$ cat config.mk
export PLATFORM = sky130hd
export DESIGN_NAME = integer_to_ascii_formatter_top
export DESIGN_NICKNAME = d
export VERILOG_FILES = /design/src/design/itoaf_pkg.sv /design/src/design/integer_to_ascii_formatter_top.sv /design/src/design/itoaf_ram.sv
export SDC_FILE = /design/constraint.sdc
export NUM_CORES = 1
export LEC_CHECK = 0
export BUFFER_PORTS_ARGS = -buffer_cell sky130_fd_sc_hd__buf_4
export CAP_MARGIN = 10
export CORE_MARGIN = 1
export CORE_UTILIZATION = 45
export DETAILED_ROUTE_END_ITERATION = 7
export GPL_TIMING_DRIVEN = 0
export HOLD_SLACK_MARGIN = 0.05
export PLACE_DENSITY = 0.59
export SLEW_MARGIN = 30
export SYNTH_ARGS = -nofsm -noshare
export SYNTH_HDL_FRONTEND = slang
export SYNTH_HIERARCHICAL = 1
export SYNTH_SLANG_ARGS = --single-unit
$ cat constraint.sdc
create_clock -name clk -period 53 [get_ports clk]
set_input_delay 10.6 -clock clk [delete_from_list [all_inputs] [get_ports clk]]
set_output_delay 10.6 -clock clk [all_outputs]
set_load 0.02 [all_outputs]
$ cat src/design/itoaf_pkg.sv
// ----------------------------------------------------------------------------
// itoaf_pkg: shared definitions for the integer to ASCII formatter
// Holds field widths, parameter defaults, character codes and the small
// arithmetic helpers used by the formatter datapath.
// ----------------------------------------------------------------------------
package itoaf_pkg;

    localparam int MAX_RUN_DEF     = 64;
    localparam int DIGIT_STORE_DEF = 64;

    localparam int VAL_W      = 64;
    localparam int RADIX_W    = 6;
    localparam int SIZE_W     = 6;
    localparam int DIG_W      = 6;
    localparam int CHAR_W     = 8;
    localparam int SLICE_BITS = 8;
    localparam int LEN_W      = 8;
    localparam int CNT_W      = 7;

    localparam logic [RADIX_W-1:0] RADIX_MIN = 6'd2;
    localparam logic [RADIX_W-1:0] RADIX_MAX = 6'd36;
    localparam logic [RADIX_W-1:0] RADIX_OCT = 6'd8;
    localparam logic [RADIX_W-1:0] RADIX_HEX = 6'd16;

    localparam logic [CHAR_W-1:0] CH_NUL   = 8'h00;
    localparam logic [CHAR_W-1:0] CH_SPACE = 8'h20;
    localparam logic [CHAR_W-1:0] CH_PLUS  = 8'h2B;
    localparam logic [CHAR_W-1:0] CH_MINUS = 8'h2D;
    localparam logic [CHAR_W-1:0] CH_ZERO  = 8'h30;
    localparam logic [CHAR_W-1:0] CH_UA    = 8'h41;
    localparam logic [CHAR_W-1:0] CH_LA    = 8'h61;
    localparam logic [CHAR_W-1:0] CH_UX    = 8'h58;
    localparam logic [CHAR_W-1:0] CH_LX    = 8'h78;

    typedef struct packed {
        logic [DIG_W-1:0]      rem;
        logic [SLICE_BITS-1:0] quo;
    } slice_res_t;

    // Eight restoring division steps on a narrow remainder. The remainder
    // stays below the radix, so it never needs more than six bits.
    function automatic slice_res_t div_slice(input logic [DIG_W-1:0]      rem_in,
                                             input logic [SLICE_BITS-1:0] bits_in,
                                             input logic [RADIX_W-1:0]    rdx);
        logic [DIG_W:0]   part;
        logic [DIG_W-1:0] r;
        slice_res_t       res;
        r   = rem_in;
        res = '0;
        for (int j = SLICE_BITS - 1; j >= 0; j--)
        begin
            part = {r, bits_in[j]};
            if (part >= {1'b0, rdx})
            begin
                part       = part - {1'b0, rdx};
                res.quo[j] = 1'b1;
            end
            r = part[DIG_W-1:0];
        end
        res.rem = r;
        return res;
    endfunction

    // Glyph of one digit value in the selected letter case.
    function automatic logic [CHAR_W-1:0] glyph(input logic [DIG_W-1:0] d,
                                                input logic             lc);
        logic [CHAR_W-1:0] dx;
        dx = {2'b00, d};
        if (d < 6'd10)
            return CH_ZERO + dx;
        else
            return (lc ? CH_LA : CH_UA) + dx - 8'd10;
    endfunction

endpackage

$ cat src/design/integer_to_ascii_formatter_top.sv
// ----------------------------------------------------------------------------
// integer_to_ascii_formatter_top: printf style integer formatter, radix 2..36
// Converts one 64-bit integer into a run of ASCII characters, one per output
// word, with sign, prefix, padding and precision handling.
// ----------------------------------------------------------------------------
//
//  Channel | Handshake          | Payload
//  --------+--------------------+---------------------------------------------
//  input   | in_valid/in_ready  | value, signed_conv, radix, min_width,
//          |                    | min_digits, left_align, zero_pad,
//          |                    | force_plus, space_sign, alt_prefix,
//          |                    | lower_case
//  output  | out_valid/out_ready| out_char, last, bad_radix, truncated
//
// The digit loop sets most of the work: the shared divide slice retires
// eight dividend bits per cycle and runs over the whole word for each digit.
// Each character sent then passes through a digit RAM read state and an
// output load state, and each segment change adds a pass through the read
// state.
// Reset clears the sequencer and the output valid; the digit RAM is not
// cleared, since only entries written for the current word are read.
// in_ready is high only while the sequencer is idle. A stalled output
// holds the character register and the sequencer waits on it.
// ----------------------------------------------------------------------------
module integer_to_ascii_formatter_top #(
    parameter int MAX_RUN     = itoaf_pkg::MAX_RUN_DEF,
    parameter int DIGIT_STORE = itoaf_pkg::DIGIT_STORE_DEF
) (
    input  logic                           clk,
    input  logic                           rst_n,

    input  logic                           in_valid,
    output logic                           in_ready,
    input  logic [itoaf_pkg::VAL_W-1:0]    value,
    input  logic                           signed_conv,
    input  logic [itoaf_pkg::RADIX_W-1:0]  radix,
    input  logic [itoaf_pkg::SIZE_W-1:0]   min_width,
    input  logic [itoaf_pkg::SIZE_W-1:0]   min_digits,
    input  logic                           left_align,
    input  logic                           zero_pad,
    input  logic                           force_plus,
    input  logic                           space_sign,
    input  logic                           alt_prefix,
    input  logic                           lower_case,

    output logic                           out_valid,
    input  logic                           out_ready,
    output logic [itoaf_pkg::CHAR_W-1:0]   out_char,
    output logic                           last,
    output logic                           bad_radix,
    output logic                           truncated
);

    import itoaf_pkg::*;

    localparam int AW     = $clog2(DIGIT_STORE);
    localparam int ND_W   = $clog2(DIGIT_STORE + 1);
    localparam int RW     = $clog2(MAX_RUN + 1);
    localparam int SLICES = VAL_W / SLICE_BITS;
    localparam int STEP_W = $clog2(SLICES);

    localparam logic [STEP_W-1:0] STEP_LAST = STEP_W'(SLICES - 1);

    // Sequencer states.
    localparam logic [2:0] ST_IDLE    = 3'd0;
    localparam logic [2:0] ST_BAD     = 3'd1;
    localparam logic [2:0] ST_DIV     = 3'd2;
    localparam logic [2:0] ST_LAYOUT  = 3'd3;
    localparam logic [2:0] ST_EMIT_RD = 3'd4;
    localparam logic [2:0] ST_EMIT_WR = 3'd5;

    // Text segments, in the order they are sent.
    localparam logic [2:0] SEG_LEAD  = 3'd0;
    localparam logic [2:0] SEG_SIGN  = 3'd1;
    localparam logic [2:0] SEG_PFX   = 3'd2;
    localparam logic [2:0] SEG_ZPAD  = 3'd3;
    localparam logic [2:0] SEG_PZER  = 3'd4;
    localparam logic [2:0] SEG_DIG   = 3'd5;
    localparam logic [2:0] SEG_TRAIL = 3'd6;

    // Control registers.
    logic [2:0]          state_reg, state_next;
    logic                out_valid_reg, out_valid_next;

    // Datapath registers.
    logic [VAL_W-1:0]    w_reg, w_next;
    logic [DIG_W-1:0]    rem_reg, rem_next;
    logic [STEP_W-1:0]   step_reg, step_next;
    logic [ND_W-1:0]     nd_reg, nd_next;
    logic                lost_reg, lost_next;
    logic [RADIX_W-1:0]  radix_reg, radix_next;
    logic [SIZE_W-1:0]   fw_reg, fw_next;
    logic [SIZE_W-1:0]   md_reg, md_next;
    logic                left_reg, left_next;
    logic                zp_reg, zp_next;
    logic                lower_reg, lower_next;
    logic                has_sign_reg, has_sign_next;
    logic [CHAR_W-1:0]   sign_char_reg, sign_char_next;
    logic [1:0]          plen_reg, plen_next;
    logic [CNT_W-1:0]    pad_reg, pad_next;
    logic [CNT_W-1:0]    pz_reg, pz_next;
    logic [RW-1:0]       n_reg, n_next;
    logic                trunc_reg, trunc_next;
    logic [2:0]          seg_reg, seg_next;
    logic [CNT_W-1:0]    cnt_reg, cnt_next;
    logic [RW-1:0]       emit_reg, emit_next;
    logic [CHAR_W-1:0]   out_char_reg, out_char_next;
    logic                last_reg, last_next;
    logic                bad_reg, bad_next;
    logic                out_trunc_reg, out_trunc_next;

    // Combinational helpers.
    slice_res_t          slice;
    logic [VAL_W-1:0]    w_shift;
    logic                out_free;
    logic                neg;
    logic                radix_bad;
    logic [CNT_W-1:0]    prec;
    logic [LEN_W-1:0]    used;
    logic [LEN_W-1:0]    len;
    logic [CNT_W-1:0]    lay_pad;
    logic [2:0]          seg_adv;
    logic [CNT_W-1:0]    seg_adv_cnt;
    logic [CHAR_W-1:0]   emit_char;
    logic                emit_last;

    logic                ram_we;
    logic [AW-1:0]       ram_waddr;
    logic [AW-1:0]       ram_raddr;
    logic [DIG_W-1:0]    ram_rdata;

    itoaf_ram #(
        .WIDTH (DIG_W),
        .DEPTH (DIGIT_STORE)
    ) u_digits (
        .clk   (clk),
        .we    (ram_we),
        .waddr (ram_waddr),
        .wdata (slice.rem),
        .raddr (ram_raddr),
        .rdata (ram_rdata)
    );

    assign in_ready  = (state_reg == ST_IDLE);
    assign out_free  = !out_valid_reg || out_ready;
    assign radix_bad = (radix < RADIX_MIN) || (radix > RADIX_MAX);
    assign neg       = signed_conv && value[VAL_W-1];

    // The shared divide slice consumes the top byte of the working word;
    // the quotient bits enter at the bottom, so after all slices the word
    // holds the full quotient.
    assign slice   = div_slice(rem_reg, w_reg[VAL_W-1 -: SLICE_BITS], radix_reg);
    assign w_shift = {w_reg[VAL_W-SLICE_BITS-1:0], slice.quo};

    assign ram_we    = (state_reg == ST_DIV) && (step_reg == STEP_LAST);
    assign ram_waddr = nd_reg[AW-1:0];
    // Digits go out most significant first, from the top of the store down.
    assign ram_raddr = AW'(cnt_reg - CNT_W'(1));

    // Layout: total length is the pad plus sign, prefix and precision,
    // since exactly one of the three pad segments carries the pad.
    assign prec    = (CNT_W'(md_reg) > CNT_W'(nd_reg)) ? CNT_W'(md_reg) : CNT_W'(nd_reg);
    assign used    = LEN_W'(has_sign_reg) + LEN_W'(plen_reg) + LEN_W'(prec);
    assign lay_pad = (LEN_W'(fw_reg) > used) ? CNT_W'(LEN_W'(fw_reg) - used) : '0;
    assign len     = LEN_W'(lay_pad) + used;

    // Length of the segment that follows the current one.
    assign seg_adv = seg_reg + 3'd1;
    always_comb
    begin
        unique case (seg_adv)
            SEG_LEAD:  seg_adv_cnt = (!zp_reg && !left_reg) ? pad_reg : '0;
            SEG_SIGN:  seg_adv_cnt = CNT_W'(has_sign_reg);
            SEG_PFX:   seg_adv_cnt = CNT_W'(plen_reg);
            SEG_ZPAD:  seg_adv_cnt = zp_reg ? pad_reg : '0;
            SEG_PZER:  seg_adv_cnt = pz_reg;
            SEG_DIG:   seg_adv_cnt = CNT_W'(nd_reg);
            SEG_TRAIL: seg_adv_cnt = left_reg ? pad_reg : '0;
            default:   seg_adv_cnt = '0;
        endcase
    end

    // Character of the current segment.
    always_comb
    begin
        unique case (seg_reg)
            SEG_LEAD:  emit_char = CH_SPACE;
            SEG_SIGN:  emit_char = sign_char_reg;
            SEG_PFX:   emit_char = (plen_reg == 2'd2 && cnt_reg == CNT_W'(1))
                                   ? (lower_reg ? CH_LX : CH_UX) : CH_ZERO;
            SEG_ZPAD:  emit_char = CH_ZERO;
            SEG_PZER:  emit_char = CH_ZERO;
            SEG_DIG:   emit_char = glyph(ram_rdata, lower_reg);
            SEG_TRAIL: emit_char = CH_SPACE;
            default:   emit_char = CH_NUL;
        endcase
    end

    assign emit_last = (emit_reg == n_reg - RW'(1));

    always_comb
    begin
        state_next     = state_reg;
        out_valid_next = out_valid_reg && !out_ready;
        w_next         = w_reg;
        rem_next       = rem_reg;
        step_next      = step_reg;
        nd_next        = nd_reg;
        lost_next      = lost_reg;
        radix_next     = radix_reg;
        fw_next        = fw_reg;
        md_next        = md_reg;
        left_next      = left_reg;
        zp_next        = zp_reg;
        lower_next     = lower_reg;
        has_sign_next  = has_sign_reg;
        sign_char_next = sign_char_reg;
        plen_next      = plen_reg;
        pad_next       = pad_reg;
        pz_next        = pz_reg;
        n_next         = n_reg;
        trunc_next     = trunc_reg;
        seg_next       = seg_reg;
        cnt_next       = cnt_reg;
        emit_next      = emit_reg;
        out_char_next  = out_char_reg;
        last_next      = last_reg;
        bad_next       = bad_reg;
        out_trunc_next = out_trunc_reg;

        unique case (state_reg)
            ST_IDLE:
            begin
                if (in_valid)
                begin
                    if (radix_bad)
                    begin
                        state_next = ST_BAD;
                    end
                    else
                    begin
                        w_next         = neg ? (~value + VAL_W'(1)) : value;
                        rem_next       = '0;
                        step_next      = '0;
                        nd_next        = '0;
                        radix_next     = radix;
                        fw_next        = min_width;
                        md_next        = min_digits;
                        left_next      = left_align;
                        zp_next        = zero_pad && !left_align;
                        lower_next     = lower_case;
                        has_sign_next  = neg || force_plus || space_sign;
                        sign_char_next = neg ? CH_MINUS : (force_plus ? CH_PLUS : CH_SPACE);
                        if (alt_prefix && radix == RADIX_HEX)
                            plen_next = 2'd2;
                        else if (alt_prefix && radix == RADIX_OCT)
                            plen_next = 2'd1;
                        else
                            plen_next = 2'd0;
                        state_next     = ST_DIV;
                    end
                end
            end

            ST_BAD:
            begin
                if (out_free)
                begin
                    out_valid_next = 1'b1;
                    out_char_next  = CH_NUL;
                    last_next      = 1'b1;
                    bad_next       = 1'b1;
                    out_trunc_next = 1'b0;
                    state_next     = ST_IDLE;
                end
            end

            ST_DIV:
            begin
                w_next    = w_shift;
                rem_next  = slice.rem;
                step_next = step_reg + STEP_W'(1);
                if (step_reg == STEP_LAST)
                begin
                    rem_next = '0;
                    nd_next  = nd_reg + ND_W'(1);
                    if (w_shift == '0 || nd_reg + ND_W'(1) >= ND_W'(DIGIT_STORE))
                    begin
                        lost_next  = (w_shift != '0);
                        state_next = ST_LAYOUT;
                    end
                end
            end

            ST_LAYOUT:
            begin
                pad_next   = lay_pad;
                pz_next    = prec - CNT_W'(nd_reg);
                n_next     = (len > LEN_W'(MAX_RUN)) ? RW'(MAX_RUN) : RW'(len);
                trunc_next = (len > LEN_W'(MAX_RUN)) || lost_reg;
                seg_next   = SEG_LEAD;
                cnt_next   = (!zp_reg && !left_reg) ? lay_pad : '0;
                emit_next  = '0;
                state_next = ST_EMIT_RD;
            end

            ST_EMIT_RD:
            begin
                if (cnt_reg == '0)
                begin
                    seg_next = seg_adv;
                    cnt_next = seg_adv_cnt;
                end
                else
                begin
                    state_next = ST_EMIT_WR;
                end
            end

            ST_EMIT_WR:
            begin
                if (out_free)
                begin
                    out_valid_next = 1'b1;
                    out_char_next  = emit_char;
                    last_next      = emit_last;
                    bad_next       = 1'b0;
                    out_trunc_next = emit_last && trunc_reg;
                    cnt_next       = cnt_reg - CNT_W'(1);
                    emit_next      = emit_reg + RW'(1);
                    state_next     = emit_last ? ST_IDLE : ST_EMIT_RD;
                end
            end

            default:
            begin
                state_next = ST_IDLE;
            end
        endcase
    end

    always_ff @(posedge clk or negedge rst_n)
    begin
        if (!rst_n)
        begin
            state_reg     <= ST_IDLE;
            out_valid_reg <= 1'b0;
        end
        else
        begin
            state_reg     <= state_next;
            out_valid_reg <= out_valid_next;
        end
    end

    always_ff @(posedge clk)
    begin
        w_reg         <= w_next;
        rem_reg       <= rem_next;
        step_reg      <= step_next;
        nd_reg        <= nd_next;
        lost_reg      <= lost_next;
        radix_reg     <= radix_next;
        fw_reg        <= fw_next;
        md_reg        <= md_next;
        left_reg      <= left_next;
        zp_reg        <= zp_next;
        lower_reg     <= lower_next;
        has_sign_reg  <= has_sign_next;
        sign_char_reg <= sign_char_next;
        plen_reg      <= plen_next;
        pad_reg       <= pad_next;
        pz_reg        <= pz_next;
        n_reg         <= n_next;
        trunc_reg     <= trunc_next;
        seg_reg       <= seg_next;
        cnt_reg       <= cnt_next;
        emit_reg      <= emit_next;
        out_char_reg  <= out_char_next;
        last_reg      <= last_next;
        bad_reg       <= bad_next;
        out_trunc_reg <= out_trunc_next;
    end

    assign out_valid = out_valid_reg;
    assign out_char  = out_char_reg;
    assign last      = last_reg;
    assign bad_radix = bad_reg;
    assign truncated = out_trunc_reg;

    // A truncated word must close its run.
    a_trunc_on_last: assert property (@(posedge clk) disable iff (!rst_n)
        out_valid && truncated |-> last)
        else $error("truncated word is not the last of its run");

    // A bad radix run is one word holding a NUL character.
    a_bad_single: assert property (@(posedge clk) disable iff (!rst_n)
        out_valid && bad_radix |-> last && out_char == CH_NUL)
        else $error("bad radix word malformed");

    // Digit writes stay inside the digit store.
    a_store_bound: assert property (@(posedge clk) disable iff (!rst_n)
        ram_we |-> nd_reg < ND_W'(DIGIT_STORE))
        else $error("digit write beyond the store");

    // The sequencer only loads a new word after the previous one was taken.
    a_no_overwrite: assert property (@(posedge clk) disable iff (!rst_n)
        out_valid && !out_ready |=> out_valid && $stable(out_char))
        else $error("output word overwritten while stalled");

endmodule

$ cat src/design/itoaf_ram.sv
// ----------------------------------------------------------------------------
// itoaf_ram: generic single write port, single read port RAM
// One write and one registered read per cycle.
// ----------------------------------------------------------------------------
module itoaf_ram #(
    parameter int WIDTH = 8,
    parameter int DEPTH = 64
) (
    input  logic                     clk,
    input  logic                     we,
    input  logic [$clog2(DEPTH)-1:0] waddr,
    input  logic [WIDTH-1:0]         wdata,
    input  logic [$clog2(DEPTH)-1:0] raddr,
    output logic [WIDTH-1:0]         rdata
);

    logic [WIDTH-1:0] mem_reg [DEPTH];
    logic [WIDTH-1:0] rdata_reg;

    always_ff @(posedge clk)
    begin
        if (we)
            mem_reg[waddr] <= wdata;
        rdata_reg <= mem_reg[raddr];
    end

    assign rdata = rdata_reg;

endmodule

# Yosys cells after proc, flatten, opt, wreduce, memory -nomap -nowiden
# Memory sizes are Yosys's and may differ from the RTL's. A register that Yosys moved wholly into a read port is not among the register bits.
# Index checks and enable logic that the tools add are counted.
# totals
regBits	167
ram_bits	384
in_bits	93
out_inout_bits	13
wordCells	217
memories	1
# op_classes
add_sub_neg	23
n_lt_le_gt_ge	15
n_eq_ne	31
muxes	75
bitwise_logic	2
n_reduce_logical	43
# mem_list
name	words	width	rd	rd_clocked_by_memory_dff	wr	line	source
u_digits.mem_reg	64	6	1	1	1	itoaf_ram.sv:17	logic [WIDTH-1:0] mem_reg [DEPTH];
# op_table
operator	n
64-bit 2-to-1 mux	3
64-bit case mux with 2 select lines	1
7-bit 2-to-1 mux	13
6-bit 2-to-1 mux	13
64-bit by 1-bit adder with 64-bit output, second input constant	1
64-bit zero test	1
64-bit NOT	1
64-bit nonzero test	1
7-bit by 6-bit greater-or-equal comparator with 1-bit output	8
7-bit case mux with 7 select lines	1
6-bit subtractor	8
8-bit case mux with 5 select lines	1
3-bit 2-to-1 mux	10
7-bit case mux with 2 select lines	2
3-bit == test, second input constant	9
8-bit 2-to-1 mux	3
7-bit case mux with 3 select lines	1
3-bit by 2-bit == test with 1-bit output, second input constant	6
3-bit case mux with 6 select lines	1
1-bit 2-to-1 mux	17
8-bit case mux with 2 select lines	1
3-bit AND reduction	5
7-bit by 1-bit adder with 7-bit output, second input constant	2
7-bit by 1-bit subtractor with 7-bit output, second input constant	2
41 further kinds	78

# Depth between registers and ports, before layout
# Gate-level depths: netlist of the first run.
# logic_depth
word_depth	21
ltp_mapped	80
ltp_nobuf	75

# Cells and area by module
# The synthesis of the first run kept the hierarchy.
# by_module_without_submodules
mod	instances	cells_each	area_per_inst_um2	seq_area_each_um2
itoaf_ram	1	719	15227.1	11651.2
integer_to_ascii_formatter_top	1	1326	12707.2	4844.6

# Least setup slack after synthesis of the first run
# Ideal clock, no wire load.
# synth_path
kind	reg2reg
startpoint	register radix_reg[1]
endpoint	register rem_reg[0] (data pin)
setup_time_ns	0.157
t_arrival_ns	17.832
required_time_ns	52.843
path_slack_ns	35.012
path_stages_with_launch	80
n_path_buf	5
period_less_slack_ns	17.988
path_cell_list	edfxtp_1 inv_1 ha_1 nor2b_1 o21ai_1 a31oi_1 buf_4 o21ai_0 inv_1 ha_1 a21boi_0 o2111a_1 o22ai_1 nand2_1 nand2_1 a21boi_0 ha_1 nor2b_1 [... 44 more ...] a21o_1 a21o_1 a31o_2 a21oi_1 o21ai_0 a21o_4 buf_8 mux2i_1 ha_1 a21o_1 a21o_1 a31o_2 a21o_1 a21o_1 a21oi_1 o211a_1 mux2i_1 nor3b_2
# synth_rtl
element	line	source
start, declared	integer_to_ascii_formatter_top.sv:91	logic [RADIX_W-1:0] radix_reg, radix_next;
start signal, assigned	integer_to_ascii_formatter_top.sv:363	radix_reg <= radix_next;
end signal, assigned	integer_to_ascii_formatter_top.sv:359	rem_reg <= rem_next;
end, declared	integer_to_ascii_formatter_top.sv:87	logic [DIG_W-1:0] rem_reg, rem_next;

==> flow_summary.yaml, run 1 <==
clock_tree:
  cts.sink_count: 552
  clk_latency_ns: 0.62
  cts_buffer_depth: 3
  cts_hold_buffers: 0
  cts_setup_buffers: 0
  cts_tree: "done"
  cts_root_buf: "clkbuf_16"
  post_cts_resized: 0
  cts_made_buffers: 56
  cts_max_level: 2
  clk_pin_slew_worst_paths_ns: 0.06
timing:
  max_slew_margin_pct: 36.3
  period_share_pct: 39.0
  hold_violations: 0
  finalMaxSlewViolations: 0
  period_minus_slack_ns: 20.66
  rsz0062_at_grt: "false"
  skew_ns: 0.0238
  fmax_mhz: 48.4
  finalSetupTns_ns: 0
  setup_viol: 0
  tightest_slew_ns: 0.956
synthesis:
  synth_top_cell_by_area: "edfxtp_1"
  synth_enable_flop_cells: 542
  syn_avg_cell_area_sq_um: 13.7
  ys.flop_type: "edfxtp_1"
  ys_seq_elements: 552
  synthesis.area_sq_um: 27900
  syn_inst: 2045
  yosys.cell_types.count: 88
  synth_top_cell_area_share_pct: 58.3
  async_flop_share_pct: 0.725
  synth_most_common_cell: "edfxtp_1"
  synth_common_cells: "edfxtp_1 (542), nor2_1 (161), nand2_1 (131)"
  synth_warnings: 6
  ys_seq_area_share_pct: 59.1
  synth_fp_nets: 2249
  synthTopCellsByArea: "edfxtp_1 (58%), mux4_2 (7.0%), ha_1 (4.3%), xnor2_1 (2.4%), nor2_1 (2.2%)"
floorplan:
  rows: 90
  die_area_sq_um: 63100
  die_w_microns: 251
  io_pins: 106
  die_h_microns: 251
  start_util_pct: 45.9
  core_area_sq_um: 60800
final_layout:
  final_layout_size_suffix_gt1_share_pct: 16.9
  area_growth_pct: 13.5
  nets: 2429
  largest_reg_flops: 384
  multiInputGateArea_sq_um: 10700
  seqCellArea_sq_um: 16500
  nFillCells: 5172
worst_setup_path:
  crit_path_end_kind: "flip-flop"
  cp_data_required_time_ns: 53.35
  reg2reg_from: "radix_reg[1]"
  crit_path_max_fanout: 65
  worstPathArrival_ns: 21.00
  path_depth: 79
  cp-start-kind: "flip-flop"
  cpMostUsedCell: "o21ai_0"
  critPathBufInv: 8
  cp-startpoint: "radix_reg[1]"
  slowest_delay_ns: 0.72
  rr_worst_depth: 79
  slowest_stage: "edfxtp_1"
  worst-setup-path-type: "reg -> reg"
  critPathTopFamily: "compound AO/OA/AOI/OAI gates"
run_status:
  status: "completed"
grt:
  grt_overflow_total: 0
  grtUsageTotal_pct: 22.7
  grt_pass1_vias: 17800
  grt_start_max_net_pins: 66
  grt_pass1_wl_microns: 108000
  antenna_found_initial: 1
place:
  dp_hpwl_microns: 50700
  io_buffers: 105
  place_congestion: 0.904
routing:
  ant_nets: 0
  drc: 0
  routedWlPerCell_microns: 23.3
  viasPerCell: 5.84
  first_pass_iters: 6
  drtIter0Drc: 1423
  routed-via-count: 17800
  totalWireLength_microns: 71200
worst_hold_path:
  hold_start: "w_reg[24]"
  hold_path_depth: 2
  hp-class: "reg -> reg"
job:
  max_cap_violations: 0
-- layer usage --
metal	track usage (%)	wire, microns	up-vias
li1	-	-	8197
met1	32.1	31400	8924
met2	36.7	33500	605
met3	3.75	4680	107
met4	5.64	1550	0
met5	0	0	-
-- worst register-to-register path, delay by kind of cell, from the launching register on --
| kind | cells | cell delay, ns |
|---|---|---|
| adders and majority gates | 8 | 2.48 |
| muxes | 5 | 2.11 |
| DFF | 1 | 0.72 |
| AOI/OAI and AO/OA | 39 | 9.94 |
| buffers and inverters | 8 | 1.79 |
| and+or+nand+nor | 19 | 3.35 |
-- area by class of cell --
| type | instances | share of cell area (%) |
|---|---|---|
| buffer | 78 | 1.36 |
| timing repair buffer | 122 | 3.07 |
| clock inverter | 32 | 0.758 |
| sequential | 552 | 52.0 |
| inverter | 92 | 1.09 |
| tap | 782 | 3.09 |
| antenna | 1 | 0.00789 |
| clock buffer | 71 | 4.79 |
| multi-input combinational | 1323 | 33.8 |
-- cells by family after synthesis --
family	share of synthesized area (%)
DFF	59.1
AOI/OAI and AO/OA	8.72
and+or+nand+nor	9.69
xor gates and xnor gates	4.26
other	0.0134
adders and majority gates	5.35
muxes	10.1
buffers and inverters	2.77
-- placed cells by master, fill, tap and decap left out, types with 14 or more instances in the layout --
master	instances
xor2_1	59
o22ai_1	18
nor4_1	24
buf_4	122
inv_1	89
nand3_1	35
mux2i_1	36
nor3_1	24
fa_1	14
nand4_1	16
and2_1	15
nand2b_1	21
xnor2_1	76
nor2_1	161
nand2_1	131
mux4_2	87
a21o_1	27
mux2_2	21
nor2b_1	35
a21oi_1	78
ha_1	97
clkbuf_16	57
clkinv_1	17
clkbuf_1	53
edfxtp_1	542
o21ai_0	113
-- final timing paths --
check	endpoint	slack, ns
worst max-delay path	rem_reg[1]	32.34
min in group asynchronous	out_valid	9.79
worst min register to register	w_reg[32]	0.56
worst max register to register	rem_reg[1]	32.34
worst min-delay path	w_reg[32]	0.56
max in group asynchronous	state_reg[1]	43.10
-- metrics by stage --
step	area, sq um	util (%)	hold WS, ns	instances	setup WS, ns
4_1_cts	31700	52.1	0.565	3052	32.35
6_report	31700	52.1	0.562	3053	32.34
2_1_floorplan	27900	-	0.477	2045	35.01
3_5_place_dp	29900	49.2	0.551	2949	32.46
3_3_place_gp	29700	48.8	0.543	2932	29.20
5_1_grt	31700	52.1	0.597	3052	30.90
Power of run 1 is left out: the tool's default activity adds up to more than one toggle a clock period on the data nets, which glitch-free logic cannot reach.
==> run 2, diff against run 1 <==
--- a/config.mk
+++ b/config.mk
@@ -5,6 +5,7 @@
 export SDC_FILE = /design/constraint.sdc
 export NUM_CORES = 1
 export LEC_CHECK = 0
+export ABC_AREA = 1
 export BUFFER_PORTS_ARGS = -buffer_cell sky130_fd_sc_hd__buf_4
 export CAP_MARGIN = 10
 export CORE_MARGIN = 1
==> constraint.sdc (replaced) <==
create_clock -name clk -period 19.33 [get_ports clk]
set_input_delay 3.866 -clock clk [delete_from_list [all_inputs] [get_ports clk]]
set_output_delay 3.866 -clock clk [all_outputs]
set_load 0.02 [all_outputs]
==> run 2 against run 1 <==
Effect of this change:
- final area increased by 4.3%
- via count grew 23%
- count of clock-buffer cells in the layout is 4 higher
- global-route usage increased by 3.0 points
- critical path depth rose by 7
- area after synthesis is 3.1% higher
- sequential share of layout area fell by 2.1 points
- sequential cell count is the same
- routed wire length up 17%
- non-clock buffer count grew 29
- first-iteration DRC count up 33%
- die area increased by 3.0%
==> flow_summary.yaml, run 2 <==
routing:
  first_pass_iters: 6
  met3_length_microns: 4860
  ant_nets: 0
  drc: 0
  topRoutingLayerUsed: "met4"
  routed-via-count: 22000
  routedWlPerCell_microns: 20.8
  drtIter0Drc: 1896
  wl_met2_microns: 40500
  totalWireLength_microns: 83200
  wl_met1_microns: 35900
  viasPerCell: 5.50
final_layout:
  largest_reg_flops: 384
  post-route-util_pct: 52.3
  final_common_cell: "nand2_1"
  layout_common_cells: "nand2_1 (772), edfxtp_1 (542), nand3_1 (390)"
  antennaDiodeCount: 0
  final_layout_size_suffix_gt1_share_pct: 11.5
  nets: 3310
  area_growth_pct: 14.8
clock_tree:
  cts_root_buf: "clkbuf_16"
  cts_buffer_depth: 3
  cts_hold_buffers: 0
  cts.sink_count: 552
  cts_tree: "done"
  post_cts_resized: 0
  clk_latency_ns: 0.63
  cts_max_level: 2
  cts_made_buffers: 58
  clk_pin_slew_worst_paths_ns: 0.06
  cts_setup_buffers: 0
synthesis:
  synth_top_cell_area_share_pct: 56.5
  yosys.cell_types.count: 65
  synth_common_cells: "nand2_1 (775), edfxtp_1 (542), nand3_1 (390)"
  synth_warnings: 6
  ys.flop_type: "edfxtp_1"
  synthesis.area_sq_um: 28800
  synth_most_common_cell: "nand2_1"
  syn_avg_cell_area_sq_um: 9.83
  synth_fp_nets: 3133
  syn_inst: 2929
  async_flop_share_pct: 0.725
  synth_enable_flop_cells: 542
  ys_seq_elements: 552
  synth_top_cell_by_area: "edfxtp_1"
  synthTopCellsByArea: "edfxtp_1 (57%), nand2_1 (10%), nand3_1 (6.8%), ha_1 (4.2%), inv_1 (2.9%)"
  ys_seq_area_share_pct: 57.3
job:
  max_cap_violations: 0
grt:
  grt_pass1_wl_microns: 125000
  antenna_found_initial: 1
  grt_pass1_vias: 21100
  grtUsageTotal_pct: 25.7
  grt_overflow_total: 0
  grt_start_max_net_pins: 57
timing:
  fin_hold_ws_ns: 0.551
  fmax_mhz: 67.6
  finalMaxSlewViolations: 0
  max_slew_margin_pct: 35.0
  period_minus_slack_ns: 14.80
  setup_viol: 0
  finalSetupTns_ns: 0
  period_share_pct: 76.6
  skew_ns: 0.0364
  rsz0062_at_grt: "false"
  tightest_slew_ns: 0.967
  hold_violations: 0
run_status:
  status: "completed"
worst_setup_path:
  cp-start-kind: "flip-flop"
  worstPathArrival_ns: 15.14
  cpMostUsedCell: "a21oi_1"
  worst-setup-path-type: "reg -> reg"
  slowest_stage: "edfxtp_1"
  cp_data_required_time_ns: 19.67
  slowest_delay_ns: 0.76
  crit_path_max_fanout: 34
  crit_path_end_kind: "flip-flop"
floorplan:
  die_h_microns: 255
  io_pins: 106
  core_area_sq_um: 63200
  die_w_microns: 255
  start_util_pct: 45.6
  rows: 92
  die_area_sq_um: 65000
place:
  dp_hpwl_microns: 61500
  io_buffers: 105
  place_congestion: 0.948
worst_hold_path:
  hp-class: "reg -> reg"
run 2: layout make-up:
cell class | instances | area, sq um
fillers | 5701 | 30100
flip-flops and latches | 552 | 16500
multi-input cells | 2026 | 10900
clock buffers | 75 | 1570
well taps | 846 | 1060
repair buffers | 117 | 1060
inverters | 239 | 907
plain buffers | 112 | 556
clock inverters | 35 | 483
run 2: kinds of logic after synthesis:
| logic type | share of synthesized area [%] |
|---|---|
| AOI/OAI and AO/OA | 5.71 |
| xor gates and xnor gates | 3.47 |
| adders and majority gates | 5.19 |
| buffers and inverters | 5.05 |
| DFF | 57.3 |
| other | 0.0130 |
| and+or+nand+nor | 23.3 |
run 2: layer usage:
metal	track usage, %	vias to the layer above
met3	3.04	132
met5	0	-
met2	43.4	713
met4	7.75	0
li1	-	10500
met1	34.7	10600
run 2: through the flow:
step           instance area, sq um  setup slack (ns)  instances
2_1_floorplan                 28800              6.66       2929
3_5_place_dp                  31000              4.50       3892
4_1_cts                       33100              4.47       4002
3_3_place_gp                  30600              3.22       3880
6_report                      33100              4.53       4002
5_1_grt                       33100              3.19       4002
run 2: path summary, 6_finish.rpt:
path,from,end,slack [ns],cells past startpoint
worst max register to register,radix_reg[1],u_digits/mem_reg[37][0],4.53,86
worst min register to register,state_reg[1],state_reg[1],0.55,2
worst max-delay path,radix_reg[1],u_digits/mem_reg[37][0],4.53,86
max in group asynchronous,rst_n,out_valid,16.21,1
worst min-delay path,state_reg[1],state_reg[1],0.55,2
min in group asynchronous,rst_n,state_reg[1],3.02,1
run 2: critical path, delay by kind of cell, from the launching register on:
kind,cells,cell delay (ns)
flops,1,0.76
simple gates,27,2.52
compound gates,35,5.99
fa+ha+maj,8,2.73
buf+inv,16,2.50
Power of run 2 is left out for the same reason.
==> run 3, diff against run 2 <==
==> constraint.sdc (replaced) <==
create_clock -name clk -period 14.9 [get_ports clk]
set_input_delay 2.98 -clock clk [delete_from_list [all_inputs] [get_ports clk]]
set_output_delay 2.98 -clock clk [all_outputs]
set_load 0.02 [all_outputs]
==> run 3 against run 2 <==
Effect of this change:
- sequential share of layout area decreased by 0.38 points
- setup slack got worse by 3.4 ns
- final area increased by 0.77%
- final cell count increased by 0.60%
- clock skew increased by 0.00059 ns
- critical path type unchanged
==> flow_summary.yaml, run 3 (synthesis gave the netlist of run 2 again) <==
run_status:
  status: "completed"
timing:
  fmax_mhz: 72.4
  finalMaxSlewViolations: 0
  period_minus_slack_ns: 13.80
  period_share_pct: 92.7
  setup_viol: 0
  hold_violations: 0
  skew_ns: 0.0370
  max_slew_margin_pct: 36.6
  fin_ws_ns: 1.10
  tightest_slew_ns: 0.944
floorplan:
  start_util_pct: 45.6
  die_area_sq_um: 65000
  io_pins: 106
  die_h_microns: 255
  rows: 92
  die_w_microns: 255
  core_area_sq_um: 63200
clock_tree:
  cts_made_buffers: 58
  cts_tree: "done"
  clk_pin_slew_worst_paths_ns: 0.06
  cts_root_buf: "clkbuf_16"
  cts.sink_count: 552
  cts_buffer_depth: 3
  clk_latency_ns: 0.63
  cts_max_level: 2
routing:
  routed-via-count: 22000
  ant_nets: 0
  drtIter0Drc: 1846
  drc: 0
  met3_length_microns: 5030
  wl_met1_microns: 35700
  viasPerCell: 5.46
  wl_met2_microns: 40600
  first_pass_iters: 5
  topRoutingLayerUsed: "met4"
  routedWlPerCell_microns: 20.7
  totalWireLength_microns: 83500
final_layout:
  area_growth_pct: 15.7
  layout_common_cells: "nand2_1 (772), edfxtp_1 (542), nand3_1 (390)"
  nFillCells: 5673
  final_common_cell: "nand2_1"
  final_layout_size_suffix_gt1_share_pct: 12.5
  largest_reg_flops: 384
  nets: 3334
  antennaDiodeCount: 0
grt:
  grt_pass1_vias: 21100
  grt_overflow_total: 0
  antenna_found_initial: 1
  grt_pass1_wl_microns: 125000
  grtUsageTotal_pct: 25.7
  grt_start_max_net_pins: 57
worst_setup_path:
  cp_data_required_time_ns: 15.24
  crit_path_end_kind: "flip-flop"
  cp-start-kind: "flip-flop"
  slowest_delay_ns: 0.54
  cpMostUsedCell: "a21oi_1"
  worst-setup-path-type: "reg -> reg"
  worstPathArrival_ns: 14.15
  r2r_setup_slack_ns: 1.10
  crit_path_max_fanout: 34
  rr_worst_depth: 86
  regToRegEndpoint: "u_digits/mem_reg[37][0]"
  reg2reg_from: "radix_reg[1]"
  slowest_stage: "edfxtp_1"
place:
  dp_hpwl_microns: 61500
  place_congestion: 0.948
  pre_cts_ws_ns: 0.0747
  io_buffers: 105
worst_hold_path:
  hp-class: "reg -> reg"
  min_to: "state_reg[1]"
  hold_start: "state_reg[1]"
  hold_path_depth: 2
job:
  max_cap_violations: 0
[run 3: cell count changes in the layout (fill, tap and decap cells not counted), sizes merged]
cell      change
bufinv        +1
inv           -6
buf          +24
clkinvlp      +5
[run 3: worst max path at each step]
stage | start | end | slack, ns | depth (start not counted)
3_5_place_dp | radix_reg[1] | u_digits/mem_reg[9][0] | 0.07 | 86
3_3_place_gp | radix_reg[1] | u_digits/mem_reg[10][4] | -1.21 | 85
5_1_grt | radix_reg[1] | u_digits/mem_reg[37][0] | -0.12 | 88
4_1_cts | radix_reg[1] | u_digits/mem_reg[37][0] | 0.04 | 86
2_1_floorplan | radix_reg[1] | u_digits/mem_reg[0][1] | 2.23 | 86
6_report | radix_reg[1] | u_digits/mem_reg[37][0] | 1.10 | 86
[run 3: critical path: cells and delay by family, from the launching register on]
family | cells | cell delay [ns]
compound gates | 35 | 5.79
fa+ha+maj | 8 | 2.61
simple gates | 27 | 2.41
buf+inv | 16 | 2.13
flops | 1 | 0.54
[run 3: area by class of cell]
cell class              instances  area [sq um]  area share [%]
well taps                     846          1060            3.18
inverters                     239           942            2.83
plain buffers                 112           556            1.67
multi-input cells            2026         11000            32.9
clock inverters                35           483            1.45
clock buffers                  75          1570            4.70
flip-flops and latches        552         16500            49.5
repair buffers                141          1240            3.71
[run 3: stage by stage]
stage	cells	area [sq um]	hold WS (ns)	util [%]	setup TNS (ns)
after floorplan	2929	28800	0.482	-	0
after global placement	3880	30600	0.510	48.5	-391.21
after detailed placement	3892	31000	0.535	49.1	0
after CTS	4002	33100	0.549	52.3	0
after global routing	4026	33300	0.597	52.7	-5.62
final	4026	33300	0.548	52.7	0
[run 3: layer usage]
| metal | up-vias | track usage, % |
|---|---|---|
| li1 | 10500 | - |
| met1 | 10600 | 34.7 |
| met2 | 696 | 43.4 |
| met3 | 143 | 3.04 |
| met4 | 0 | 7.75 |
| met5 | - | 0 |
[run 3: what timing repair did]
item,CTS,global route
resized for setup,0,16
hold buffers,0,0
setup endpoints to repair,0,396
setup buffers,0,24
Power of run 3 is left out for the same reason.
